===== src/md4_pkg.sv =====
// ----------------------------------------------------------------------------
// MD4 package
// Types, constants and round helper functions shared by the MD4 modules.
// ----------------------------------------------------------------------------
package md4_pkg;

    localparam logic [31:0] MD4_IV_A = 32'h67452301;
    localparam logic [31:0] MD4_IV_B = 32'hefcdab89;
    localparam logic [31:0] MD4_IV_C = 32'h98badcfe;
    localparam logic [31:0] MD4_IV_D = 32'h10325476;
    localparam logic [31:0] MD4_K2   = 32'h5A827999;
    localparam logic [31:0] MD4_K3   = 32'h6ED9EBA1;

    localparam logic [5:0] ROUND_LAST  = 6'd47;
    localparam logic [1:0] DIGEST_LAST = 2'd3;

    typedef enum logic [2:0] {
        ST_IDLE,
        ST_PAD80,
        ST_PADZ,
        ST_LENLO,
        ST_LENHI,
        ST_COMP,
        ST_ADD,
        ST_OUT
    } md4_state_t;

    typedef enum logic [2:0] {
        PUSH_DATA,
        PUSH_PAD80,
        PUSH_ZERO,
        PUSH_LEN_LO,
        PUSH_LEN_HI
    } push_sel_t;

    typedef struct packed {
        logic       push;
        push_sel_t  push_sel;
        logic       count_len;
        logic       load_work;
        logic       round;
        logic [5:0] step;
        logic       add_chain;
        logic       init_chain;
        logic [1:0] digest_idx;
    } md4_cmd_t;

    typedef struct packed {
        logic fill_full;
        logic fill_pad;
        logic in_last;
        logic in_full;
    } md4_status_t;

    function automatic logic [31:0] md4_rotl(input logic [31:0] v, input logic [4:0] s);
        logic [63:0] t;
        t = {v, v} << s;
        return t[63:32];
    endfunction

    function automatic logic [4:0] md4_shift(input logic [1:0] rnd, input logic [1:0] j);
        logic [4:0] s;
        case (rnd)
            2'd0:
            begin
                case (j)
                    2'd0: s = 5'd3;
                    2'd1: s = 5'd7;
                    2'd2: s = 5'd11;
                    default: s = 5'd19;
                endcase
            end
            2'd1:
            begin
                case (j)
                    2'd0: s = 5'd3;
                    2'd1: s = 5'd5;
                    2'd2: s = 5'd9;
                    default: s = 5'd13;
                endcase
            end
            default:
            begin
                case (j)
                    2'd0: s = 5'd3;
                    2'd1: s = 5'd9;
                    2'd2: s = 5'd11;
                    default: s = 5'd15;
                endcase
            end
        endcase
        return s;
    endfunction

    // Message word order: straight in round one, transposed 4x4 in round
    // two, bit-reversed in round three.
    function automatic logic [3:0] md4_msg_index(input logic [1:0] rnd, input logic [3:0] j);
        logic [3:0] idx;
        case (rnd)
            2'd0: idx = j;
            2'd1: idx = {j[1:0], j[3:2]};
            default: idx = {j[0], j[1], j[2], j[3]};
        endcase
        return idx;
    endfunction

endpackage


===== src/md4_ctrl.sv =====
// ----------------------------------------------------------------------------
// MD4 controller
// State machine that sequences word loading, padding, compression and output.
// ----------------------------------------------------------------------------
module md4_ctrl
    import md4_pkg::*;
(
    input  logic        clk,
    input  logic        rst_n,
    input  logic        in_valid,
    output logic        in_ready,
    output logic        out_valid,
    input  logic        out_ready,
    output logic        digest_last,
    input  md4_status_t stat,
    output md4_cmd_t    cmd
);

    md4_state_t state_reg, state_next;
    md4_state_t resume_reg, resume_next;
    logic [5:0] step_reg, step_next;
    logic [1:0] idx_reg, idx_next;

    always_ff @(posedge clk or negedge rst_n)
    begin
        if (!rst_n)
        begin
            state_reg  <= ST_IDLE;
            resume_reg <= ST_IDLE;
            step_reg   <= '0;
            idx_reg    <= '0;
        end
        else
        begin
            state_reg  <= state_next;
            resume_reg <= resume_next;
            step_reg   <= step_next;
            idx_reg    <= idx_next;
        end
    end

    always_comb
    begin
        md4_state_t target;
        logic       do_push;

        target      = ST_IDLE;
        do_push     = 1'b0;
        state_next  = state_reg;
        resume_next = resume_reg;
        step_next   = step_reg;
        idx_next    = idx_reg;
        in_ready    = 1'b0;
        out_valid   = 1'b0;
        cmd         = '0;
        cmd.push_sel   = PUSH_DATA;
        cmd.step       = step_reg;
        cmd.digest_idx = idx_reg;

        case (state_reg)
            ST_IDLE:
            begin
                in_ready = 1'b1;
                if (in_valid)
                begin
                    do_push       = 1'b1;
                    cmd.push_sel  = PUSH_DATA;
                    cmd.count_len = 1'b1;
                    if (!stat.in_last)
                        target = ST_IDLE;
                    else if (stat.in_full)
                        target = ST_PAD80;
                    else
                        target = ST_PADZ;
                end
            end
            ST_PAD80:
            begin
                do_push      = 1'b1;
                cmd.push_sel = PUSH_PAD80;
                target       = ST_PADZ;
            end
            ST_PADZ:
            begin
                if (stat.fill_pad)
                    state_next = ST_LENLO;
                else
                begin
                    do_push      = 1'b1;
                    cmd.push_sel = PUSH_ZERO;
                    target       = ST_PADZ;
                end
            end
            ST_LENLO:
            begin
                do_push      = 1'b1;
                cmd.push_sel = PUSH_LEN_LO;
                target       = ST_LENHI;
            end
            ST_LENHI:
            begin
                do_push      = 1'b1;
                cmd.push_sel = PUSH_LEN_HI;
                target       = ST_OUT;
            end
            ST_COMP:
            begin
                cmd.round = 1'b1;
                step_next = step_reg + 6'd1;
                if (step_reg == ROUND_LAST)
                begin
                    step_next  = '0;
                    state_next = ST_ADD;
                end
            end
            ST_ADD:
            begin
                cmd.add_chain = 1'b1;
                state_next    = resume_reg;
            end
            ST_OUT:
            begin
                out_valid = 1'b1;
                if (out_ready)
                begin
                    idx_next = idx_reg + 2'd1;
                    if (idx_reg == DIGEST_LAST)
                    begin
                        cmd.init_chain = 1'b1;
                        state_next     = ST_IDLE;
                    end
                end
            end
            default:
            begin
                state_next = ST_IDLE;
            end
        endcase

        // A push that fills the sixteenth slot starts a compression and
        // returns to the intended state afterward.
        if (do_push)
        begin
            cmd.push = 1'b1;
            if (stat.fill_full)
            begin
                cmd.load_work = 1'b1;
                step_next     = '0;
                resume_next   = target;
                state_next    = ST_COMP;
            end
            else
            begin
                state_next = target;
            end
        end
    end

    assign digest_last = (idx_reg == DIGEST_LAST);

endmodule


===== src/md4_dpath.sv =====
// ----------------------------------------------------------------------------
// MD4 datapath
// Word buffer, bit length, chaining value and the one-step-per-cycle round.
// ----------------------------------------------------------------------------
module md4_dpath
    import md4_pkg::*;
(
    input  logic        clk,
    input  logic        rst_n,
    input  logic [31:0] data_word,
    input  logic [2:0]  valid_bytes,
    input  logic        last,
    input  md4_cmd_t    cmd,
    output md4_status_t stat,
    output logic [31:0] digest_word
);

    logic [31:0] chain_reg [4];
    logic [31:0] a_reg, b_reg, c_reg, d_reg;
    logic [31:0] buf_reg [16];
    logic [3:0]  fill_reg;
    logic [63:0] len_reg;

    logic [2:0]  n_sat;
    logic [31:0] last_word;
    logic [31:0] push_word;
    logic [63:0] len_add;
    logic [1:0]  rnd;
    logic [3:0]  j;
    logic [31:0] f_val, k_val, x_val, sum_val, t_val;

    assign n_sat = (valid_bytes > 3'd4) ? 3'd4 : valid_bytes;

    // Bytes below the count are kept, the byte at the count becomes the
    // 0x80 pad marker and the bytes above it are cleared.
    always_comb
    begin
        for (int b = 0; b < 4; b++)
        begin
            if (3'(b) < n_sat)
                last_word[8*b +: 8] = data_word[8*b +: 8];
            else if (3'(b) == n_sat)
                last_word[8*b +: 8] = 8'h80;
            else
                last_word[8*b +: 8] = 8'h00;
        end
    end

    always_comb
    begin
        case (cmd.push_sel)
            PUSH_DATA:   push_word = last ? last_word : data_word;
            PUSH_PAD80:  push_word = 32'h0000_0080;
            PUSH_LEN_LO: push_word = len_reg[31:0];
            PUSH_LEN_HI: push_word = len_reg[63:32];
            default:     push_word = '0;
        endcase
    end

    assign len_add = last ? {58'd0, n_sat, 3'd0} : 64'd32;

    assign rnd = cmd.step[5:4];
    assign j   = cmd.step[3:0];

    always_comb
    begin
        case (rnd)
            2'd0:
            begin
                f_val = (b_reg & c_reg) | (~b_reg & d_reg);
                k_val = '0;
            end
            2'd1:
            begin
                f_val = (b_reg & c_reg) | (b_reg & d_reg) | (c_reg & d_reg);
                k_val = MD4_K2;
            end
            default:
            begin
                f_val = b_reg ^ c_reg ^ d_reg;
                k_val = MD4_K3;
            end
        endcase
    end

    assign x_val   = buf_reg[md4_msg_index(rnd, j)];
    assign sum_val = a_reg + f_val + x_val + k_val;
    assign t_val   = md4_rotl(sum_val, md4_shift(rnd, j[1:0]));

    always_ff @(posedge clk)
    begin
        if (cmd.push)
            buf_reg[fill_reg] <= push_word;
    end

    always_ff @(posedge clk or negedge rst_n)
    begin
        if (!rst_n)
        begin
            chain_reg[0] <= MD4_IV_A;
            chain_reg[1] <= MD4_IV_B;
            chain_reg[2] <= MD4_IV_C;
            chain_reg[3] <= MD4_IV_D;
            a_reg        <= '0;
            b_reg        <= '0;
            c_reg        <= '0;
            d_reg        <= '0;
            fill_reg     <= '0;
            len_reg      <= '0;
        end
        else
        begin
            if (cmd.push)
                fill_reg <= fill_reg + 4'd1;
            if (cmd.count_len)
                len_reg <= len_reg + len_add;
            else if (cmd.init_chain)
                len_reg <= '0;

            if (cmd.load_work)
            begin
                a_reg <= chain_reg[0];
                b_reg <= chain_reg[1];
                c_reg <= chain_reg[2];
                d_reg <= chain_reg[3];
            end
            else if (cmd.round)
            begin
                a_reg <= d_reg;
                b_reg <= t_val;
                c_reg <= b_reg;
                d_reg <= c_reg;
            end

            if (cmd.add_chain)
            begin
                chain_reg[0] <= chain_reg[0] + a_reg;
                chain_reg[1] <= chain_reg[1] + b_reg;
                chain_reg[2] <= chain_reg[2] + c_reg;
                chain_reg[3] <= chain_reg[3] + d_reg;
            end
            else if (cmd.init_chain)
            begin
                chain_reg[0] <= MD4_IV_A;
                chain_reg[1] <= MD4_IV_B;
                chain_reg[2] <= MD4_IV_C;
                chain_reg[3] <= MD4_IV_D;
            end
        end
    end

    assign stat.fill_full = (fill_reg == 4'd15);
    assign stat.fill_pad  = (fill_reg == 4'd14);
    assign stat.in_last   = last;
    assign stat.in_full   = (n_sat == 3'd4);

    assign digest_word = chain_reg[cmd.digest_idx];

endmodule


===== src/md4_message_digest.sv =====
// ----------------------------------------------------------------------------
// MD4 message digest
// Streaming MD4 hash: 32-bit little-endian message words in, four digest words out.
// ----------------------------------------------------------------------------
// A word that does not complete a block is taken while the controller is idle.
// The word that fills a block of sixteen starts a compression: the MD4 round
// steps, then the add into the chaining value; no word is taken until it ends.
// A last word runs padding (one pad word per cycle, held while a filled block
// compresses) and one or two compressions before the first digest word.
// Reset is asynchronous and active low: it loads the MD4 initial values and
// clears the fill count, bit length and controller state.
// ----------------------------------------------------------------------------
module md4_message_digest
    import md4_pkg::*;
(
    input  logic        clk,
    input  logic        rst_n,
    input  logic        in_valid,
    output logic        in_ready,
    input  logic [31:0] data_word,
    input  logic [2:0]  valid_bytes,
    input  logic        last,
    output logic        out_valid,
    input  logic        out_ready,
    output logic [31:0] digest_word,
    output logic        digest_last
);

    // The controller owns every handshake and the sequencing: it accepts
    // a word only while idle, walks through the padding words after a last
    // word, and runs the 48-step round counter whenever the buffer fills.
    // The datapath holds the sixteen-word buffer, the 64-bit bit length, the
    // working registers A..D and the chaining value, and performs one MD4
    // step per cycle under the controller's command.
    md4_cmd_t    cmd;
    md4_status_t stat;

    md4_ctrl u_ctrl (
        .clk         (clk),
        .rst_n       (rst_n),
        .in_valid    (in_valid),
        .in_ready    (in_ready),
        .out_valid   (out_valid),
        .out_ready   (out_ready),
        .digest_last (digest_last),
        .stat        (stat),
        .cmd         (cmd)
    );

    // The digest words are read straight from the chaining registers, which
    // stay unchanged while a word waits on the output side.
    md4_dpath u_dpath (
        .clk         (clk),
        .rst_n       (rst_n),
        .data_word   (data_word),
        .valid_bytes (valid_bytes),
        .last        (last),
        .cmd         (cmd),
        .stat        (stat),
        .digest_word (digest_word)
    );

endmodule


===== config.mk =====
export PLATFORM = sky130hd
export DESIGN_NAME = md4_message_digest
export DESIGN_NICKNAME = d
export VERILOG_FILES = /design/src/md4_pkg.sv /design/src/md4_ctrl.sv /design/src/md4_dpath.sv /design/src/md4_message_digest.sv
export SDC_FILE = /design/constraint.sdc
export NUM_CORES = 2
export LEC_CHECK = 0
export BUFFER_PORTS_ARGS = -buffer_cell sky130_fd_sc_hd__buf_2
export CAP_MARGIN = 25
export CORE_UTILIZATION = 60
export DETAILED_ROUTE_END_ITERATION = 16
export GPL_ROUTABILITY_DRIVEN = 0
export PLACE_DENSITY = 0.81
export SYNTH_ARGS = -nofsm -noshare
export SYNTH_HDL_FRONTEND = slang
export SYNTH_SLANG_ARGS = --single-unit

===== constraint.sdc =====
create_clock -name clk -period 8.4 [get_ports clk]
set_clock_uncertainty 0.2 [all_clocks]
set_input_delay 1.26 -clock clk [delete_from_list [all_inputs] [get_ports clk]]
set_output_delay 1.26 -clock clk [all_outputs]
set_load 0.02 [all_outputs]

==> flow_metrics.tcl <==
set metrics [dict create \
    die_h_um 283 \
    hold_viol_final 0 \
    first_pass_iters 10 \
    layout-drive-gt1-share 0.139 \
    slew_headroom 0.244 \
    synth-seq-cells 847 \
    arrival_ps 7950 \
    layout_commonest_cell "nand2_1" \
    antenna_found_initial 4 \
    grt_first_pass_wirelength_um 212000 \
    clock-sinks 847 \
    grt_setup_unrepaired "no" \
    n_fill_cell 5527 \
    synthTopCellsByArea "edfxtp_1, dfrtp_1, mux4_2" \
    cp.required_ps 8720 \
    tightestPinTransition_ps 1130 \
    drv_cap 0 \
    port_buffers 74 \
    vias_per_cell 6.89 \
    yosysWarnings 0 \
    ys.flop_type "edfxtp_1" \
    grt_pass1_vias 35100 \
    setup-tns-final_ps 0 \
    coreArea_um2 77800 \
    final-setup-viol-count 0 \
    area_growth_pct 10.0 \
    cp-startpoint "u_ctrl.step_reg[0]$_DFF_PN0_" \
    min_to "u_ctrl.resume_reg[0]$_DFFE_PN0P_" \
    wl_per_cell_um 26.6 \
    r2r_end "u_dpath.b_reg[30]$_DFFE_PN0P_" \
    ant_nets 0 \
    cts_tree "built" \
    layout_common_cells "nand2_1, edfxtp_1, a21oi_1" \
    wirelength_um 141000 \
    drtIter0Drc 5348 \
    min_path_cells 2 \
    finalCritPeriodShare 0.908 \
    reg2reg_from "u_ctrl.step_reg[0]$_DFF_PN0_" \
    timing_worst_setup_path_type "reg2reg" \
    synth-edff-count 512 \
    slew_viol_final 0 \
    grt.total_usage 0.349 \
    hold_path.class "reg2reg" \
    cts_buffers 86 \
    cts.reportedPaths.clkPinSlew_ps 70 \
    cts_resized 0 \
    cts_max_path_buffers 3 \
    h-tree-depth 3 \
    cts_setup_buffers 0 \
    synth_nets 4454 \
    num_rows 102 \
    synth.distinct_cells 90 \
    clk-insertion-delay-late_ps 670 \
    die_x_um 283 \
    netlist_area_um2 47400 \
    start_util 0.609 \
    whs_ps 288 \
    largest_reg_flops 512 \
    syn_avg_cell_area_um2 11.4 \
    r2r_slack_ps 770 \
    ctsHoldBuffers 0 \
    synth.top_cell.area_share 0.324 \
    num_vias 36400 \
    io_pins 75 \
    async_reset_ff_frac 0.396 \
    dp_hpwl_um 91900 \
    dieArea_um2 80100 \
    critPathMaxFanout 15 \
    root_buffer "clkbuf_16" \
    endpoint_kind "register" \
    outcome "complete, no violations" \
    grt_max_degree 169 \
    grt_overflow 0 \
    min-delay-start "u_ctrl.resume_reg[0]$_DFFE_PN0P_" \
    yosys.area.top_type "edfxtp_1" \
    nets 4475 \
    ys_seq_area_frac 0.503 \
    period_minus_slack_ps 7630 \
    cp-start-kind "register" \
    drc 0 \
    reg2reg_depth 23 \
    fmax_mhz 131 \
    syn_inst 4147 \
]
==> metrics by stage <==
step,area (µm²),setup WS [ps],utilization,instances
2_1_floorplan,47400,1890,-,4147
6_report,52100,771,0.669,5283
3_3_place_gp,49000,1400,0.629,5118
3_5_place_dp,49000,1190,0.629,5118
4_1_cts,52100,980,0.669,5279
5_1_grt,52100,583,0.669,5281
==> kinds of logic after synthesis <==
family / after synthesis / synth area share
and+or+nand+nor: 1144 / 0.109
AOI/OAI and AO/OA: 1090 / 0.149
DFF: 847 / 0.503
buffers and inverters: 417 / 0.0344
adders and majority gates: 267 / 0.0851
muxes: 245 / 0.0941
xor gates and xnor gates: 137 / 0.0253
==> critical path: stages (launching register included) <==
cell and delay (ps):
dfrtp_1 490, mux2i_1 260, o21a_4 360, buf_4 370, mux4_2 610, and2_1 200, a211oi_1 280, a21oi_1 140
fa_1 620, ha_1 200, ha_1 250, inv_1 80, fa_1 410, nand2b_1 190, a21o_1 220, a2111o_1 420
a31o_1 260, a211o_2 350, o2111a_1 140, nor4_1 630, mux2i_1 280, mux2_2 330, nand3_1 80, nand3_1 90
==> cell type report <==
class                      instances  area (µm²)  share of cell area
tap                             1040        1300              0.0250
clock inverter                    45         689              0.0132
clock buffer                     116        2390              0.0458
multi-input combinational       2883       22100               0.425
inverter                         206         778              0.0149
timing repair buffer             144         983              0.0189
sequential                       847       23800               0.457
antenna                            2        5.00           0.0000960
==> how the worst max path moves through the flow <==
stage	endpoint	slack, ps	depth (start not counted)
5_1_grt	u_dpath.b_reg[5]$_DFFE_PN0P_	580	23
3_3_place_gp	u_dpath.b_reg[19]$_DFFE_PN0P_	1400	22
6_report	u_dpath.b_reg[30]$_DFFE_PN0P_	770	23
3_5_place_dp	u_dpath.b_reg[30]$_DFFE_PN0P_	1190	23
2_1_floorplan	u_dpath.b_reg[28]$_DFFE_PN0P_	1890	25
4_1_cts	u_dpath.b_reg[30]$_DFFE_PN0P_	980	23
==> cell usage after synthesis (46+ instances only) <==
cell and instances:
a21oi_1 283, edfxtp_1 512, o21ai_0 252, xnor2_1 74, nand2_1 514, o211ai_1 46
nor2_1 182, a211oi_1 56, nand3_1 135, dfrtp_1 271, a21o_1 71, clkbuf_1 146
mux2i_1 69, mux4_2 158, inv_1 205, ha_1 175, xor2_1 63, a22oi_1 109
dfstp_2 64, fa_1 92, nor3_1 92
==> routing by layer <==
layer | GRT usage | wire, µm
met5 | 0 | 68
met2 | 0.538 | 64200
met3 | 0.0862 | 16800
met4 | 0.180 | 8140
met1 | 0.461 | 51500
Power is not shown: default switching activity piles up to over one toggle a cycle in this logic, so the estimate is an artifact.
